==> config.mk <==
export PLATFORM = sky130hd
export DESIGN_NAME = nearest_ready_point_selector
export DESIGN_NICKNAME = d
export VERILOG_FILES = /design/src/rtl/core/nrps_pkg.sv /design/src/rtl/core/nrps_sq_dist.sv /design/src/rtl/core/nearest_ready_point_selector.sv
export SDC_FILE = /design/constraint.sdc
export NUM_CORES = 1
export LEC_CHECK = 0
export ABC_AREA = 1
export BUFFER_PORTS_ARGS = -buffer_cell sky130_fd_sc_hd__buf_2
export CORE_ASPECT_RATIO = 1.4
export CORE_MARGIN = 10
export CORE_UTILIZATION = 45
export CTS_BUF_LIST = sky130_fd_sc_hd__clkbuf_2 sky130_fd_sc_hd__clkbuf_4 sky130_fd_sc_hd__clkbuf_8
export DETAILED_ROUTE_END_ITERATION = 6
export PLACE_DENSITY = 0.57
export SETUP_SLACK_MARGIN = 0.02
export SYNTH_ARGS = -nofsm -noshare
export SYNTH_HDL_FRONTEND = slang
export SYNTH_SLANG_ARGS = --single-unit
==> constraint.sdc <==
create_clock -name clk -period 11.4 [get_ports clk]
set_clock_uncertainty 0.2 [all_clocks]
set_input_delay 0.57 -clock clk [delete_from_list [all_inputs] [get_ports clk]]
set_output_delay 0.57 -clock clk [all_outputs]
set_load 0.05 [all_outputs]
==> src/rtl/core/nrps_pkg.sv <==
// Shared constants for the nearest ready point selector.
`timescale 1ns / 1ps
`default_nettype none

package nrps_pkg;

  // Fixed field widths of the item and result ports
  localparam int unsigned LIMIT_W = 17;
  localparam int unsigned INDEX_W = 5;

  localparam logic [LIMIT_W-1:0] LIMIT_RESET = 17'd50000;

  // Operation codes
  localparam logic OP_WRITE = 1'b0;
  localparam logic OP_QUERY = 1'b1;

endpackage

`default_nettype wire

==> src/rtl/core/nrps_sq_dist.sv <==
// Registered squared-difference stage of the distance datapath.
`timescale 1ns / 1ps
`default_nettype none

module nrps_sq_dist #(
  parameter int unsigned COORD_BITS = 8
) (
  input  wire logic                    clk,
  input  wire logic                    en,
  input  wire logic [COORD_BITS-1:0]   a_x,
  input  wire logic [COORD_BITS-1:0]   a_y,
  input  wire logic [COORD_BITS-1:0]   b_x,
  input  wire logic [COORD_BITS-1:0]   b_y,
  output logic      [2*COORD_BITS:0]   sq_sum
);

  logic [COORD_BITS-1:0]   dx;
  logic [COORD_BITS-1:0]   dy;
  logic [2*COORD_BITS-1:0] sq_x_r;
  logic [2*COORD_BITS-1:0] sq_y_r;

  assign dx = (a_x >= b_x) ? (a_x - b_x) : (b_x - a_x);
  assign dy = (a_y >= b_y) ? (a_y - b_y) : (b_y - a_y);

  // hold the squares in registers, add them in the next stage
  always_ff @(posedge clk) begin
    if (en) begin
      sq_x_r <= (2*COORD_BITS)'(dx) * (2*COORD_BITS)'(dx);
      sq_y_r <= (2*COORD_BITS)'(dy) * (2*COORD_BITS)'(dy);
    end
  end

  assign sq_sum = {1'b0, sq_x_r} + {1'b0, sq_y_r};

endmodule

`default_nettype wire

==> src/rtl/core/nearest_ready_point_selector.sv <==
// Top level of the nearest ready point selector: point table, scan FSM, result register.
// Flow: a write goes through DONE into the result register; a query through SCAN, DRAIN
//   and DONE. DONE waits while the output slot is not free.
// Handshake: one item at a time; the next transfer is taken only once the result has
//   loaded and the FSM is back in IDLE.
// Reset: marks clear, distance_limit returns to 50000, output empties; point memory kept.
`timescale 1ns / 1ps
`default_nettype none

module nearest_ready_point_selector #(
  parameter int unsigned NUM_POINTS = 20,
  parameter int unsigned COORD_BITS = 8
) (
  input  wire logic                          clk,
  input  wire logic                          rst_n,

  // configuration: distance_limit
  input  wire logic                          cfg_wr_en,
  input  wire logic [nrps_pkg::LIMIT_W-1:0]  cfg_wr_data,

  // input channel
  input  wire logic                          in_valid,
  output logic                               in_stall,
  input  wire logic                          in_operation,
  input  wire logic [nrps_pkg::INDEX_W-1:0]  in_slot_index,
  input  wire logic [COORD_BITS-1:0]         in_point_x,
  input  wire logic [COORD_BITS-1:0]         in_point_y,
  input  wire logic                          in_point_ready,
  input  wire logic [COORD_BITS-1:0]         in_pos_x,
  input  wire logic [COORD_BITS-1:0]         in_pos_y,

  // result channel
  output logic                               out_valid,
  input  wire logic                          out_stall,
  output logic      [nrps_pkg::INDEX_W-1:0]  out_nearest_index,
  output logic      [nrps_pkg::LIMIT_W-1:0]  out_nearest_distance,
  output logic                               out_none_found
);

  localparam int unsigned IDX_W  = (NUM_POINTS > 1) ? $clog2(NUM_POINTS) : 1;
  localparam int unsigned DIST_W = 2 * COORD_BITS + 1;
  localparam int unsigned BEST_W = (DIST_W > nrps_pkg::LIMIT_W) ? DIST_W : nrps_pkg::LIMIT_W;
  localparam logic [IDX_W-1:0] LAST_IDX = IDX_W'(NUM_POINTS - 1);

  // FSM codes
  localparam logic [1:0] S_IDLE  = 2'd0;
  localparam logic [1:0] S_SCAN  = 2'd1;
  localparam logic [1:0] S_DRAIN = 2'd2;
  localparam logic [1:0] S_DONE  = 2'd3;

  logic [1:0]              state_r;
  logic [1:0]              state_nxt;

  logic [nrps_pkg::LIMIT_W-1:0] limit_r;

  // ready marks live in flops so reset can clear them at once
  logic [NUM_POINTS-1:0]   ready_r;

  // point memory: {x, y} per entry, registered read port
  logic [2*COORD_BITS-1:0] pt_mem [NUM_POINTS];
  logic [2*COORD_BITS-1:0] rd_data_r;

  logic                    in_xfer;
  logic                    wr_ok;
  logic [IDX_W-1:0]        wr_idx;
  logic                    mem_we;

  logic [COORD_BITS-1:0]   pos_x_r;
  logic [COORD_BITS-1:0]   pos_y_r;

  // scan pipeline
  logic [IDX_W-1:0]        cnt_r;
  logic                    s1_v_r;
  logic [IDX_W-1:0]        s1_idx_r;
  logic                    s2_v_r;
  logic [IDX_W-1:0]        s2_idx_r;
  logic [DIST_W-1:0]       sq_sum;
  logic [BEST_W-1:0]       dist_ext;

  // running best candidate
  logic [BEST_W-1:0]       best_d_r;
  logic [IDX_W-1:0]        best_idx_r;
  logic                    found_r;

  logic                    out_free;

  // ---------------------------------------------------------------------------
  // Handshake: take one item at a time, only from the idle state. A finished
  // result already in the output register does not block the next transfer.
  // ---------------------------------------------------------------------------
  assign in_stall = (state_r != S_IDLE);
  assign in_xfer  = in_valid && !in_stall;
  assign out_free = !out_valid || !out_stall;

  // drop writes beyond the table
  assign wr_ok  = (32'(in_slot_index) < NUM_POINTS);
  assign wr_idx = IDX_W'(in_slot_index);
  assign mem_we = in_xfer && (in_operation == nrps_pkg::OP_WRITE) && wr_ok;

  // ---------------------------------------------------------------------------
  // FSM: IDLE -> (write) DONE, IDLE -> (query) SCAN -> DRAIN -> DONE -> IDLE
  // ---------------------------------------------------------------------------
  always_comb begin
    state_nxt = state_r;
    unique case (state_r)
      S_IDLE: begin
        if (in_xfer) begin
          state_nxt = (in_operation == nrps_pkg::OP_WRITE) ? S_DONE : S_SCAN;
        end
      end
      S_SCAN: begin
        if (cnt_r == LAST_IDX) begin
          state_nxt = S_DRAIN;
        end
      end
      S_DRAIN: begin
        // wait until the last entry has passed the compare stage
        if (!s1_v_r && !s2_v_r) begin
          state_nxt = S_DONE;
        end
      end
      S_DONE: begin
        if (out_free) begin
          state_nxt = S_IDLE;
        end
      end
      default: state_nxt = S_IDLE;
    endcase
  end

  always_ff @(posedge clk) begin
    if (!rst_n) begin
      state_r <= S_IDLE;
    end else begin
      state_r <= state_nxt;
    end
  end

  // configuration register
  always_ff @(posedge clk) begin
    if (!rst_n) begin
      limit_r <= nrps_pkg::LIMIT_RESET;
    end else if (cfg_wr_en) begin
      limit_r <= cfg_wr_data;
    end
  end

  // ---------------------------------------------------------------------------
  // Point memory. Writes happen only at a transfer in IDLE and read data is used
  // only during the scan, so the FSM itself keeps the two from overlapping.
  // ---------------------------------------------------------------------------
  always_ff @(posedge clk) begin
    if (mem_we) begin
      pt_mem[wr_idx] <= {in_point_x, in_point_y};
    end
    rd_data_r <= pt_mem[cnt_r];
  end

  // Ready marks: set or clear on a write, clear the chosen one when the scan ends
  always_ff @(posedge clk) begin
    if (!rst_n) begin
      ready_r <= '0;
    end else if (mem_we) begin
      ready_r[wr_idx] <= in_point_ready;
    end else if (state_r == S_DRAIN && state_nxt == S_DONE && found_r) begin
      ready_r[best_idx_r] <= 1'b0;
    end
  end

  // latch the query position for the whole scan
  always_ff @(posedge clk) begin
    if (in_xfer && in_operation == nrps_pkg::OP_QUERY) begin
      pos_x_r <= in_pos_x;
      pos_y_r <= in_pos_y;
    end
  end

  // ---------------------------------------------------------------------------
  // Scan pipeline: issue address, read data, squares, sum and compare.
  // ---------------------------------------------------------------------------
  always_ff @(posedge clk) begin
    if (!rst_n) begin
      cnt_r  <= '0;
      s1_v_r <= 1'b0;
      s2_v_r <= 1'b0;
    end else begin
      if (in_xfer) begin
        cnt_r <= '0;
      end else if (state_r == S_SCAN && cnt_r != LAST_IDX) begin
        cnt_r <= cnt_r + 1'b1;
      end
      s1_v_r <= (state_r == S_SCAN);
      // only ready entries go on to the compare
      s2_v_r <= s1_v_r && ready_r[s1_idx_r];
    end
  end

  always_ff @(posedge clk) begin
    s1_idx_r <= cnt_r;
    s2_idx_r <= s1_idx_r;
  end

  nrps_sq_dist #(
    .COORD_BITS (COORD_BITS)
  ) u_sq_dist (
    .clk    (clk),
    .en     (s1_v_r),
    .a_x    (rd_data_r[2*COORD_BITS-1:COORD_BITS]),
    .a_y    (rd_data_r[COORD_BITS-1:0]),
    .b_x    (pos_x_r),
    .b_y    (pos_y_r),
    .sq_sum (sq_sum)
  );

  assign dist_ext = BEST_W'(sq_sum);

  // Best starts at the limit, so only distances strictly below it win. A strict
  // compare keeps the lowest index on a tie, since the scan runs upward.
  always_ff @(posedge clk) begin
    if (!rst_n) begin
      found_r <= 1'b0;
    end else if (in_xfer) begin
      found_r <= 1'b0;
    end else if (s2_v_r && dist_ext < best_d_r) begin
      found_r <= 1'b1;
    end
  end

  always_ff @(posedge clk) begin
    if (in_xfer) begin
      best_d_r   <= BEST_W'(limit_r);
      best_idx_r <= '0;
    end else if (s2_v_r && dist_ext < best_d_r) begin
      best_d_r   <= dist_ext;
      best_idx_r <= s2_idx_r;
    end
  end

  // ---------------------------------------------------------------------------
  // Output register: load from DONE when the slot is free, empty it on transfer.
  // A write item leaves found_r clear and so reports none_found.
  // ---------------------------------------------------------------------------
  always_ff @(posedge clk) begin
    if (!rst_n) begin
      out_valid <= 1'b0;
    end else if (state_r == S_DONE && out_free) begin
      out_valid <= 1'b1;
    end else if (!out_stall) begin
      out_valid <= 1'b0;
    end
  end

  always_ff @(posedge clk) begin
    if (state_r == S_DONE && out_free) begin
      out_nearest_index    <= found_r ? nrps_pkg::INDEX_W'(best_idx_r) : '0;
      out_nearest_distance <= found_r ? nrps_pkg::LIMIT_W'(best_d_r) : '0;
      out_none_found       <= !found_r;
    end
  end

  // ---------------------------------------------------------------------------
  // Assertions
  // ---------------------------------------------------------------------------
  a_pipe_empty_idle: assert property (@(posedge clk) disable iff (!rst_n)
    (state_r == S_IDLE) |-> (!s1_v_r && !s2_v_r))
    else $error("scan pipeline busy while idle");

  a_s2_follows_s1: assert property (@(posedge clk) disable iff (!rst_n)
    s2_v_r |-> $past(s1_v_r))
    else $error("compare stage valid without a read before it");

  a_mark_cleared: assert property (@(posedge clk) disable iff (!rst_n)
    ($past(state_r) == S_DRAIN && state_r == S_DONE && found_r) |-> !ready_r[best_idx_r])
    else $error("chosen point still marked ready");

  a_no_accept_busy: assert property (@(posedge clk) disable iff (!rst_n)
    (state_r == S_SCAN || state_r == S_DRAIN) |-> in_stall)
    else $error("input not stalled during a scan");

endmodule

`default_nettype wire

After elaboration in Yosys (flattened, before gate mapping)
Memory sizes are Yosys's and may differ from the RTL's. A register that Yosys moved wholly into a read port is not among the register bits.
Cells that the tools add are included.
{"block": "totals", "in_bits": 61, "mem_bits_rw": 320, "ff_bits": 151, "out_inout_bits": 25, "elab_cells": 96, "n_memories": 1}
{"memory": "pt_mem", "depth": 20, "word_bits": 16, "read_ports": 1, "rd_ports_with_merged_regs": 1, "write_ports": 1, "line": "nearest_ready_point_selector.sv:60", "text": "logic [2*COORD_BITS-1:0] pt_mem [NUM_POINTS];"}
{"block": "op_classes", "n_eq_ne": 7, "reduce_logical": 25, "n_mux": 23, "multipliers": 2, "n_lt_le_gt_ge": 9, "addsub": 6, "bitwise": 4}
{"operator": "20-bit 2-to-1 mux", "count": 2}
{"operator": "17-bit 2-to-1 mux", "count": 2}
{"operator": "8-bit by 8-bit multiplier with 16-bit output", "count": 2}
{"operator": "8-bit subtractor", "count": 4}
{"operator": "20-bit bitwise AND", "count": 1}
{"operator": "20-bit bitwise mux", "count": 1}
{"operator": "20-bit inverter", "count": 1}
{"operator": "5-bit by 6-bit less-than comparator with 1-bit output, second input constant", "count": 3}
{"operator": "16-bit by 16-bit adder with 17-bit output", "count": 1}
{"operator": "17-bit less-than comparator", "count": 1}
{"operator": "8-bit >= comparator", "count": 2}
{"operator": "8-bit 2-to-1 mux", "count": 2}
{"operator": "1-bit logical AND", "count": 13}
{"operator": "1-bit demux with 5-bit select", "count": 2}
{"operator": "5-bit by 1-bit >= comparator with 1-bit output, second input constant", "count": 2}
{"operator": "2-bit 2-to-1 mux", "count": 5}
{"operator": "2-bit case mux with 4 select lines", "count": 1}
{"operator": "1-bit 2-to-1 mux", "count": 7}
{"operator": "2-bit equality test, second input constant", "count": 3}
{"operator": "1-bit zero test", "count": 6}
{"operator": "2-bit nonzero test", "count": 3}
{"operator": "5-bit by 1-bit adder with 5-bit output, second input constant", "count": 1}
{"operator": "1-bit binary-select mux with 5-bit select", "count": 1}
{"operator": "5-bit equality test, second input constant", "count": 1}
{"operator": "other kinds (8)", "count": 9}

Depth between registers and ports, before layout
Gate-level depths: netlist of the first run.
{"block": "depth", "depth_word": 10, "depth_mapped": 32, "depth_no_buf": 31}

Cells and area by module
A second synthesis of the first run with hierarchy kept.
{"block": "unflattened", "hier_cells": 2502, "area_unflattened_um2": 24798.8}
{"mod": "nearest_ready_point_selector", "n_inst": 1, "seq_area_each_um2": 12872.3, "cells_each": 1685, "area_per_inst_um2": 18413.9}
{"mod": "nrps_sq_dist", "n_inst": 1, "seq_area_each_um2": 900.9, "cells_each": 817, "area_per_inst_um2": 6384.9}

Worst setup path before layout of the first run
OpenSTA, ideal clock, no wires.
{"block": "synth_path", "path_type": "register to register", "start": "register rd_data_r[0] (read register of pt_mem)", "end": "register u_sq_dist.sq_y_r[14] (data pin)", "period_less_slack_ns": 5.472, "slack_ns": 5.928, "setup_time_ns": 0.265, "arrival_time_ns": 5.007, "path_stages_with_launch": 30, "required_ns": 10.935, "path_buffers": 0, "path_cell_list": "dfxtp_1 inv_1 ha_1 inv_1 fa_1 nand3_1 nand3_1 nand2_1 nand2_1 nor2_4 nand2_1 nand2_2 inv_2 nor2_2 inv_1 fa_1 inv_1 fa_1 inv_1 fa_1 fa_1 inv_1 ha_1 nand2_1 nor2_1 nand2_1 nand3b_1 nand2_1 o21ai_0 xor2_1"}
{"block": "synth_between", "elab_chain_len": 3, "word_cells_on_any_way": 5, "cone_classes": "add/sub (2); mul (1); order compare (1); mux (1)"}
{"element": "from (decl)", "line": "nearest_ready_point_selector.sv:61", "text": "logic [2*COORD_BITS-1:0] rd_data_r;"}
{"element": "8-bit subtractor / 8-bit >= comparator (equally long branches)", "line": "nrps_sq_dist.sv:23", "text": "assign dy = (a_y >= b_y) ? (a_y - b_y) : (b_y - a_y);"}
{"element": "8-bit 2-to-1 mux (*)", "line": "nrps_sq_dist.sv:23"}
{"element": "8-bit by 8-bit multiplier with 16-bit output (*)", "line": "nrps_sq_dist.sv:29", "text": "sq_y_r <= (2*COORD_BITS)'(dy) * (2*COORD_BITS)'(dy);"}
{"element": "to (signal assigned)", "line": "nrps_sq_dist.sv:29"}
{"element": "to (decl)", "line": "nrps_sq_dist.sv:20", "text": "logic [2*COORD_BITS-1:0] sq_y_r;"}
Mark *: on every way between the ends. The rest lies on a longest branch, timed or not.
A chain may end at the register's enable or synchronous reset.

Final worst setup path of the first run
{"block": "layout_path", "start": "register rd_data_r[8] (read register of pt_mem)", "end": "register u_sq_dist.sq_x_r[12] (data pin)"}
{"block": "layout_between", "elab_chain_len": 3, "word_cells_on_any_way": 5, "cone_classes": "add/sub (2); mul (1); order compare (1); mux (1)"}
{"element": "8-bit subtractor / 8-bit >= comparator (equally long branches)", "line": "nrps_sq_dist.sv:22", "text": "assign dx = (a_x >= b_x) ? (a_x - b_x) : (b_x - a_x);"}
{"element": "8-bit 2-to-1 mux (*)", "line": "nrps_sq_dist.sv:22"}
{"element": "8-bit by 8-bit multiplier with 16-bit output (*)", "line": "nrps_sq_dist.sv:28", "text": "sq_x_r <= (2*COORD_BITS)'(dx) * (2*COORD_BITS)'(dx);"}
{"element": "to (signal assigned)", "line": "nrps_sq_dist.sv:28"}
{"element": "to (decl)", "line": "nrps_sq_dist.sv:19", "text": "logic [2*COORD_BITS-1:0] sq_x_r;"}
Marks and branches as above.

==> flow_metrics.py, run 1 <==
metrics = {
    "synthesis": {
        "syn_inst": 2566,
        "synth_nets": 2806,
        "synth_top_family_by_area": "simple AND/OR/NAND/NOR gates",
        "ys.flop_type": "edfxtp_1",
        "avgSynthCellArea_sq_um": 9.733,
        "synth-adder-area-share_pct": 10.62,
        "synth_edf_count": 406,
        "ys_seq_elements": 485,
        "synth-simple-area-share_pct": 17.61,
        "synthArstFlopShare_pct": 0,
        "yosys_warnings": 0,
        "synth-seq-area-share_pct": 55.15,
        "synth-xor-area-share_pct": 1.543,
        "synth_mux_area_share_pct": 0,
        "synth.distinct_cells": 50,
        "synthesis.area_sq_um": 24980,
        "synth_compound_area_share_pct": 8.727,
    },
    "layout": {
        "syn_to_final_growth_pct": 12.68,
        "multi_input_area_sq_um": 9656,
        "regArea_sq_um": 13780,
        "finalNetCount": 2940,
        "fin_cells": 3492,
        "drive_above_1_share_pct": 11.40,
        "fill_cells": 5128,
    },
    "timing": {
        "rsz0062_at_grt": "false",
        "drv_slew": 0,
        "worst_slew_pin_slew_ns": 1.100,
        "relSlewSlack_pct": 26.70,
        "clock.fmax_ghz": 0.1693,
        "layout_worst_path_cycle_share_pct": 51.81,
        "hold_viol_final": 0,
        "setup_viol": 0,
        "fin_setup_tns_ns": 0,
        "post-route-min-period_ns": 5.906,
    },
    "placed_design": {
        "detailed_place_hpwl_microns": 43080,
        "io_buffers": 85,
        "gp_congestion": 0.8727,
        "place_inst": 3312,
    },
    "clocking": {
        "cts_setup_buffers": 0,
        "clock_sinks": 485,
        "worstSkewPairLatency_ns": 0.67,
        "clockBufferDepth": 3,
        "cts_made_buffers": 80,
        "cts.clk_slew.worst_paths_ns": 0.06,
        "cts_tree": "done",
        "cts_resized": 0,
        "hold_buffers": 34,
        "clock-root-buffer": "clkbuf_8",
        "cts_htree_levels": 3,
    },
    "grt": {
        "grt_pass1_vias": 18360,
        "grt.total_usage_pct": 19.30,
        "grt_start_max_net_pins": 110,
        "grt_pass1_wl_microns": 99210,
        "overflow": 0,
        "antenna_found_initial": 2,
    },
    "routing": {
        "viasPerCell": 5.163,
        "route.vias.total": 18030,
        "drc": 0,
        "firstDrtPassIters": 5,
        "drtIter0Drc": 1107,
        "wl_per_cell_microns": 18.01,
        "drtAntennaViolNets": 0,
        "drt_wl_total_microns": 62880,
    },
    "setup_path": {
        "crit_start": "rd_data_r[8]$_DFF_P_",
        "critPathMaxStageDelay_ns": 0.53,
        "endpoint_kind": "flip-flop",
        "crit_path_start_kind": "flip-flop",
        "arrival_ns": 6.13,
        "critPathSlowestCell": "fa_1",
        "worstReg2RegStart": "rd_data_r[8]$_DFF_P_",
        "r2r-end": "u_sq_dist.sq_x_r[12]$_DFFE_PP_",
        "crit_required_ns": 11.62,
        "path_common_cell": "nand2_1",
        "crit_type": "reg -> reg",
        "crit_fanout": 8,
        "worstRegToRegCells": 28,
        "endpoint": "u_sq_dist.sq_x_r[12]$_DFFE_PP_",
        "reg2reg_slack_ns": 5.49,
    },
    "floorplanning": {
        "die_h_microns": 298.7,
        "initial_core_util_pct": 45.30,
        "ios": 86,
        "fp.dieW_microns": 219.1,
        "dieArea_sq_um": 65460,
        "row_count": 102,
        "core_sq_um": 55130,
    },
    "status": {
        "outcome": "complete, no violations",
    },
    "job": {
        "cap_viol_max_count": 0,
    },
    "min_path": {
        "hold_class": "in -> reg",
        "min_path_cells": 2,
    },
}
## worst min path at each step
stage                           from                       to  slack (ns)
6_report                       rst_n  limit_r[4]$_SDFFE_PN1P_        0.07
5_1_grt                        rst_n  limit_r[4]$_SDFFE_PN1P_        0.06
4_1_cts                        rst_n  limit_r[4]$_SDFFE_PN1P_        0.02
3_5_place_dp     s1_idx_r[3]$_DFF_P_      s2_idx_r[3]$_DFF_P_        0.16
3_3_place_gp     s1_idx_r[3]$_DFF_P_      s2_idx_r[3]$_DFF_P_        0.16
2_1_floorplan  cnt_r[4]$_SDFFE_PP0P_      s1_idx_r[4]$_DFF_P_        0.13
## placed cells by master (no fill, tap or decap), types with 6 or more instances in the layout
master         Yosys  routed
nand2_1          565     565
edfxtp_1         406     406
nor2_1           328     316
inv_1            301     300
o21ai_0          207     207
ha_1             124     124
buf_2             17      85
clkbuf_8           0      82
o22ai_1           81      81
dfxtp_1           79      77
a21oi_1           76      75
nand3_1           68      68
fa_1              55      55
dlygate4sd3_1      0      34
nand4_1           33      33
clkbuf_4           0      28
xor2_1            23      23
xnor2_1           21      21
buf_4              2      19
nand2_2           15      15
nor2_2             3      15
clkinv_1           3      14
nor3_1            10       9
clkinv_2           0       9
nor2_4             8       8
inv_2              8       7
nand2_4            6       6
or2_2              6       6
o21bai_1           6       6
bufinv_16          0       6
## Yosys cell counts, types with 10 or more instances
library cell  count  share of area, %
dfxtp_1          79               6.3
nand4_1          33              0.83
nor2_1          328               4.9
nor3_1           10              0.20
nand2_2          15              0.38
clkbuf_1         61              0.92
nand3_1          68               1.4
inv_1           301               4.5
nand2_1         565               8.5
o21ai_0         207               4.1
a21oi_1          76               1.5
xor2_1           23              0.81
edfxtp_1        406                49
fa_1             55               4.4
o22ai_1          81               2.0
buf_2            17              0.34
ha_1            124               6.2
xnor2_1          21              0.74
## registers in the layout, indices dropped and copies added (netlist names)
signal,cells
out_nearest_distance,17
state_r,2
ready_r,20
out_nearest_index,5
u_sq_dist.sq_y_r,15
found_r,1
best_d_r,17
pos_x_r,8
out_valid,1
s2_idx_r,5
pt_mem,320
rd_data_r,16
u_sq_dist.sq_x_r,15
cnt_r,5
limit_r,17
out_none_found,1
best_idx_r,5
s1_v_r,1
pos_y_r,8
s2_v_r,1
s1_idx_r,5
## kinds of logic after synthesis
| family | after synthesis |
|---|---|
| and+or+nand+nor | 1057 |
| DFF | 485 |
| buffers and inverters | 402 |
| AOI/OAI and AO/OA | 399 |
| adders and majority gates | 179 |
| xor gates and xnor gates | 44 |
## worst max-delay path: cells and delay by family, from the launching register on
family / cells / cell delay, ns
buffers and inverters: 6 / 0.37
AND/OR/NAND/NOR: 11 / 1.14
AO/OA/AOI/OAI: 4 / 0.99
adder cells (fa/ha/maj): 6 / 2.46
flip-flops: 1 / 0.31
XOR/XNOR: 1 / 0.21
## stage by stage
step | utilization, % | setup slack, ns | hold WS, ns | area, sq um
finish | 51.04 | 5.494 | 0.07032 | 28140
global route | 51.04 | 5.004 | 0.05990 | 28140
CTS | 51.04 | 5.499 | 0.01736 | 28140
detailed placement | 47.36 | 5.478 | 0.1641 | 26110
global placement | 47.36 | 5.540 | 0.1630 | 26110
floorplan | - | 5.928 | 0.1258 | 24980
## metal layers
metal | track usage (%) | share of wire (%) | vias up
met5 | 0 | 0.014 | -
met1 | 21.98 | 40 | 8694
li1 | - | - | 8825
met4 | 7.847 | 3.2 | 2
met2 | 35.41 | 53 | 374
met3 | 2.639 | 3.9 | 133
## final cells by class
class | count | area share (%)
repair buffers | 138 | 3.228
well taps | 728 | 3.237
diodes | 1 | 0.008892
inverters | 316 | 4.264
clock inverters | 35 | 1.236
flip-flops and latches | 485 | 48.96
clock buffers | 110 | 4.757
multi-input cells | 1679 | 34.31
Power of run 1 is not shown: default switching activity piles up to over one toggle a cycle in this logic, so the estimate is an artifact.
==> run 2: changes to the inputs <==
- PLACE_DENSITY: 0.57 -> 0.59
- clock period: 11.4 -> 5.1 ns (I/O delays scaled with it)
==> run 2 against run 1 <==
Net effect:
- the flow now finishes with violations (setup timing)
- first-iteration DRC count up 17%
- worst setup slack lost 5.8 ns
- global-route usage increased by 0.68 points
- highest routed layer is now met4
==> flow_metrics.py, run 2 (synthesized netlist as in run 1, its figures left out) <==
metrics = {
    "grt": {
        "antenna_found_initial": 2,
        "use_met2_pct": 35.77,
        "grt_start_max_net_pins": 82,
        "grt_pass1_wl_microns": 103200,
        "grt.total_usage_pct": 19.98,
        "met1_usage_pct": 23.05,
        "grt.busiest_layer": "met2",
        "grt_util_met3_pct": 3.084,
        "grt_pass1_vias": 19260,
        "overflow": 0,
    },
    "setup_path": {
        "endpoint_kind": "flip-flop",
        "critPathSlowestCell": "fa_1",
        "crit_family": "adder cells",
        "cp_num_buf_inv": 5,
        "worstReg2RegStart": "pos_x_r[0]$_DFFE_PP_",
        "crit_path_start_kind": "flip-flop",
        "path_common_cell": "inv_2",
        "crit_fanout": 8,
        "crit_required_ns": 5.35,
        "crit_start": "pos_x_r[0]$_DFFE_PP_",
        "arrival_ns": 5.61,
        "worstRegToRegCells": 26,
        "reg2reg_slack_ns": -0.26,
        "critPathMaxStageDelay_ns": 0.52,
        "r2r-end": "u_sq_dist.sq_x_r[15]$_DFFE_PP_",
        "crit_type": "reg -> reg",
    },
    "layout": {
        "final_common_cell": "nand2_1",
        "reg.largest.list": "pt_mem x320, ready_r x20",
        "largest_reg_flops": 320,
        "drive_above_1_share_pct": 21.79,
        "mostFrequentLayoutCells": "523 x nand2_1, 406 x edfxtp_1, 295 x nor2_1",
        "finalNetCount": 3161,
        "syn_to_final_growth_pct": 23.80,
        "fin_util_pct": 56.08,
        "fin_cells": 3712,
        "regMostFlops": "pt_mem",
    },
    "status": {
        "violations": "setup timing",
        "outcome": "finished with violations",
    },
    "floorplanning": {
        "ios": 86,
        "core_sq_um": 55130,
        "row_count": 102,
        "initial_core_util_pct": 45.30,
        "fp.dieW_microns": 219.1,
        "dieArea_sq_um": 65460,
        "die_h_microns": 298.7,
    },
    "timing": {
        "hold_viol_final": 0,
        "clock.fmax_ghz": 0.1867,
        "drv_slew": 0,
        "setup_viol": 15,
        "worst_slew_pin_slew_ns": 1.067,
        "worst_slack_ns": -0.2572,
        "layout_worst_path_cycle_share_pct": 105.0,
        "rsz0062_at_grt": "true",
        "relSlewSlack_pct": 28.88,
        "post-route-min-period_ns": 5.357,
    },
    "placed_design": {
        "io_buffers": 85,
        "gp_congestion": 0.8929,
        "detailed_place_hpwl_microns": 44070,
        "preCtsSetupSlack_ns": -0.3051,
        "place_inst": 3443,
    },
    "routing": {
        "route.vias.total": 19160,
        "firstDrtPassIters": 5,
        "wl_per_cell_microns": 17.78,
        "drtAntennaViolNets": 0,
        "drtIter0Drc": 1292,
        "viasPerCell": 5.161,
        "drc": 0,
        "drt_wl_total_microns": 66000,
    },
    "clocking": {
        "clock-root-buffer": "clkbuf_8",
        "cts_htree_levels": 3,
        "clockBufferDepth": 3,
        "clock_sinks": 485,
        "cts.clk_slew.worst_paths_ns": 0.09,
        "cts_tree": "done",
        "cts_made_buffers": 76,
        "worstSkewPairLatency_ns": 0.69,
    },
    "min_path": {
        "min_path_cells": 2,
        "holdPathEnd": "pos_x_r[1]$_DFFE_PP_",
        "min-delay-start": "in_pos_x[1]",
        "hold_class": "in -> reg",
    },
    "job": {
        "cap_viol_max_count": 0,
    },
}
## run 2: cell types whose count changed in the layout (fill, tap and decap cells not counted), sizes merged, moves of 2 or more
cell,delta
clkinv,+4
clkbuf,-5
clkinvlp,-3
dlygate4sd3,+58
buf,+167
bufinv,-2
## run 2: worst max-delay path by stage
stage / slack [ns] / depth (start not counted) / end
4_1_cts: -0.19 / 25 / u_sq_dist.sq_x_r[15]$_DFFE_PP_
3_5_place_dp: -0.31 / 25 / u_sq_dist.sq_y_r[14]$_DFFE_PP_
5_1_grt: -0.46 / 26 / u_sq_dist.sq_x_r[15]$_DFFE_PP_
6_report: -0.26 / 26 / u_sq_dist.sq_x_r[15]$_DFFE_PP_
3_3_place_gp: -0.22 / 20 / u_sq_dist.sq_x_r[14]$_DFFE_PP_
2_1_floorplan: -0.09 / 28 / u_sq_dist.sq_y_r[14]$_DFFE_PP_
## run 2: repair_timing
| action | 4_1_cts | 5_1_grt |
|---|---|---|
| setup buffers | 25 | 14 |
| resized for setup | 97 | 96 |
| setup endpoints to repair | 18 | 20 |
| pin swaps | 53 | 61 |
| endpoints found under the hold margin | 388 | 0 |
| hold buffers | 92 | 0 |
## run 2: final cells by class
class	count	area, sq um
timing repair buffer	363	2808
clock buffer	105	1289
inverter	316	1212
sequential	485	13780
fill	4869	24210
antenna	1	2.502
clock inverter	35	316.6
tap	728	910.9
multi-input combinational	1679	10600
## run 2: routing by layer
metal	up-vias	share of wire (%)
li1	9263	-
met4	0	3.6
met1	9180	39
met3	159	4.9
met2	556	53
met5	-	0
## run 2: stage by stage
stage	cell area, sq um	hold WS [ns]	setup TNS, ns
2_1_floorplan	25200	0.1258	-0.1715
3_3_place_gp	27330	0.1619	-2.160
3_5_place_dp	27330	0.1635	-3.433
4_1_cts	30420	0.02195	-1.506
5_1_grt	30920	0.06936	-6.095
6_report	30920	0.07107	-2.284
Power of run 2 is left out for the same reason.
==> run 3: changes to the inputs <==
- SETUP_SLACK_MARGIN: 0.02 -> 0.3
- SKIP_CTS_REPAIR_TIMING: not set -> 1
==> run 3 against run 2 <==
Net effect:
- the run still ends with setup timing left
- maximum frequency up 0.18%
- critical path type unchanged
- utilization increased by 0.052 points
- sequential cell count stayed put
- largest cell class unchanged
- count of clock-buffer cells in the layout up 1
- design area is essentially flat
- via count fell by 1.2%
- global-route usage is 0.55 points lower
- cell count shrank 0.32%
==> flow_metrics.py, run 3 (synthesized netlist as in run 1, its figures left out) <==
metrics = {
    "status": {
        "outcome": "finished with violations",
        "violations": "setup timing",
    },
    "timing": {
        "post-route-min-period_ns": 5.348,
        "hold_viol_final": 0,
        "worst_slack_ns": -0.2476,
        "relSlewSlack_pct": 21.35,
        "clock.fmax_ghz": 0.1870,
        "rsz0062_at_grt": "true",
        "drv_slew": 0,
        "worst_slew_pin_slew_ns": 1.179,
        "setup_viol": 16,
        "layout_worst_path_cycle_share_pct": 104.9,
    },
    "routing": {
        "route.vias.total": 18940,
        "drtAntennaViolNets": 0,
        "firstDrtPassIters": 5,
        "wl_per_cell_microns": 17.85,
        "viasPerCell": 5.118,
        "drc": 0,
        "drt_wl_total_microns": 66050,
        "drtIter0Drc": 1230,
    },
    "setup_path": {
        "crit_required_ns": 5.29,
        "arrival_ns": 5.53,
        "crit_path_start_kind": "flip-flop",
        "worstReg2RegStart": "rd_data_r[0]$_DFF_P_",
        "crit_start": "rd_data_r[0]$_DFF_P_",
        "crit_type": "reg -> reg",
        "path_common_cell": "inv_2",
        "critPathSlowestCell": "fa_2",
        "reg2reg_slack_ns": -0.25,
        "crit_family": "adder cells",
        "r2r-end": "u_sq_dist.sq_y_r[14]$_DFFE_PP_",
        "worstRegToRegCells": 29,
        "critPathMaxStageDelay_ns": 0.53,
        "crit_fanout": 6,
        "endpoint_kind": "flip-flop",
        "cp_num_cells": 29,
        "cp_num_buf_inv": 7,
    },
    "grt": {
        "overflow": 0,
        "grt_start_max_net_pins": 99,
        "grt_pass1_vias": 18690,
        "antenna_found_initial": 3,
        "grt.total_usage_pct": 19.43,
        "grt_pass1_wl_microns": 99730,
    },
    "layout": {
        "regArea_sq_um": 13780,
        "fill_cells": 4845,
        "largest_reg_flops": 320,
        "finalNetCount": 3153,
        "syn_to_final_growth_pct": 23.92,
        "fin_cells": 3700,
        "multi_input_area_sq_um": 10720,
        "reg.largest.list": "pt_mem x320, ready_r x20",
        "regMostFlops": "pt_mem",
        "drive_above_1_share_pct": 22.57,
        "final_common_cell": "nand2_1",
        "mostFrequentLayoutCells": "518 x nand2_1, 406 x edfxtp_1, 293 x nor2_1",
    },
    "floorplanning": {
        "ios": 86,
        "die_h_microns": 298.7,
        "row_count": 102,
        "initial_core_util_pct": 45.30,
        "dieArea_sq_um": 65460,
        "core_sq_um": 55130,
        "fp.dieW_microns": 219.1,
    },
    "clocking": {
        "clock-root-buffer": "clkbuf_8",
        "clock_sinks": 485,
        "cts_htree_levels": 3,
        "clockBufferDepth": 3,
        "cts.clk_slew.worst_paths_ns": 0.06,
        "worstSkewPairLatency_ns": 0.68,
        "cts_tree": "done",
        "cts_made_buffers": 76,
    },
    "placed_design": {
        "preCtsSetupSlack_ns": -0.3134,
        "place_inst": 3453,
        "io_buffers": 85,
        "gp_congestion": 0.8919,
        "detailed_place_hpwl_microns": 44360,
    },
    "min_path": {
        "holdPathEnd": "ready_r[5]$_SDFFE_PN0P_",
        "min_path_cells": 8,
        "hold_class": "in -> reg",
        "min-delay-start": "in_slot_index[2]",
    },
    "job": {
        "cap_viol_max_count": 0,
    },
}
[run 3: how the worst max path moves through the flow]
stage	to	slack (ns)
after floorplan	u_sq_dist.sq_y_r[14]$_DFFE_PP_	-0.09
after global placement	u_sq_dist.sq_y_r[14]$_DFFE_PP_	-0.23
after detailed placement	u_sq_dist.sq_y_r[14]$_DFFE_PP_	-0.31
after CTS	u_sq_dist.sq_y_r[14]$_DFFE_PP_	-0.34
after global routing	u_sq_dist.sq_y_r[14]$_DFFE_PP_	-0.46
final	u_sq_dist.sq_y_r[14]$_DFFE_PP_	-0.25
[run 3: worst reg2reg max path: cells and delay by family (launching register included)]
family,cells,cell delay (ns)
adder cells (fa/ha/maj),7,2.78
buffers and inverters,7,0.32
AO/OA/AOI/OAI,1,0.13
XOR/XNOR,1,0.08
flip-flops,1,0.32
AND/OR/NAND/NOR,13,1.25
[run 3: through the flow]
step,hold slack (ns),area (sq um),util [%],setup TNS [ns]
after floorplan,0.1258,25270,-,-0.2267
after global placement,0.1643,27510,49.90,-2.297
after detailed placement,0.1670,27510,49.90,-3.129
after CTS,-0.5248,29010,52.63,-3.921
after global routing,0.07245,30950,56.13,-5.980
final,0.01829,30950,56.13,-2.215
[run 3: area by class of cell]
cell class	count	share of cell area, %
Antenna cell	3	0.02426
Sequential cell	485	44.53
Timing Repair Buffer	355	9.072
Multi-Input combinational cell	1679	34.63
Inverter	316	3.942
Clock inverter	28	0.6105
Tap cell	728	2.943
Clock buffer	106	4.249
[run 3: per-layer routing]
metal / GRT usage (%) / vias up / routed length [microns]
li1: - / 9242 / -
met1: 21.75 / 9150 / 25750
met2: 36.04 / 413 / 35590
met3: 3.215 / 131 / 2756
met4: 7.090 / 0 / 1958
met5: 0 / - / 0
Power of run 3 is left out for the same reason.
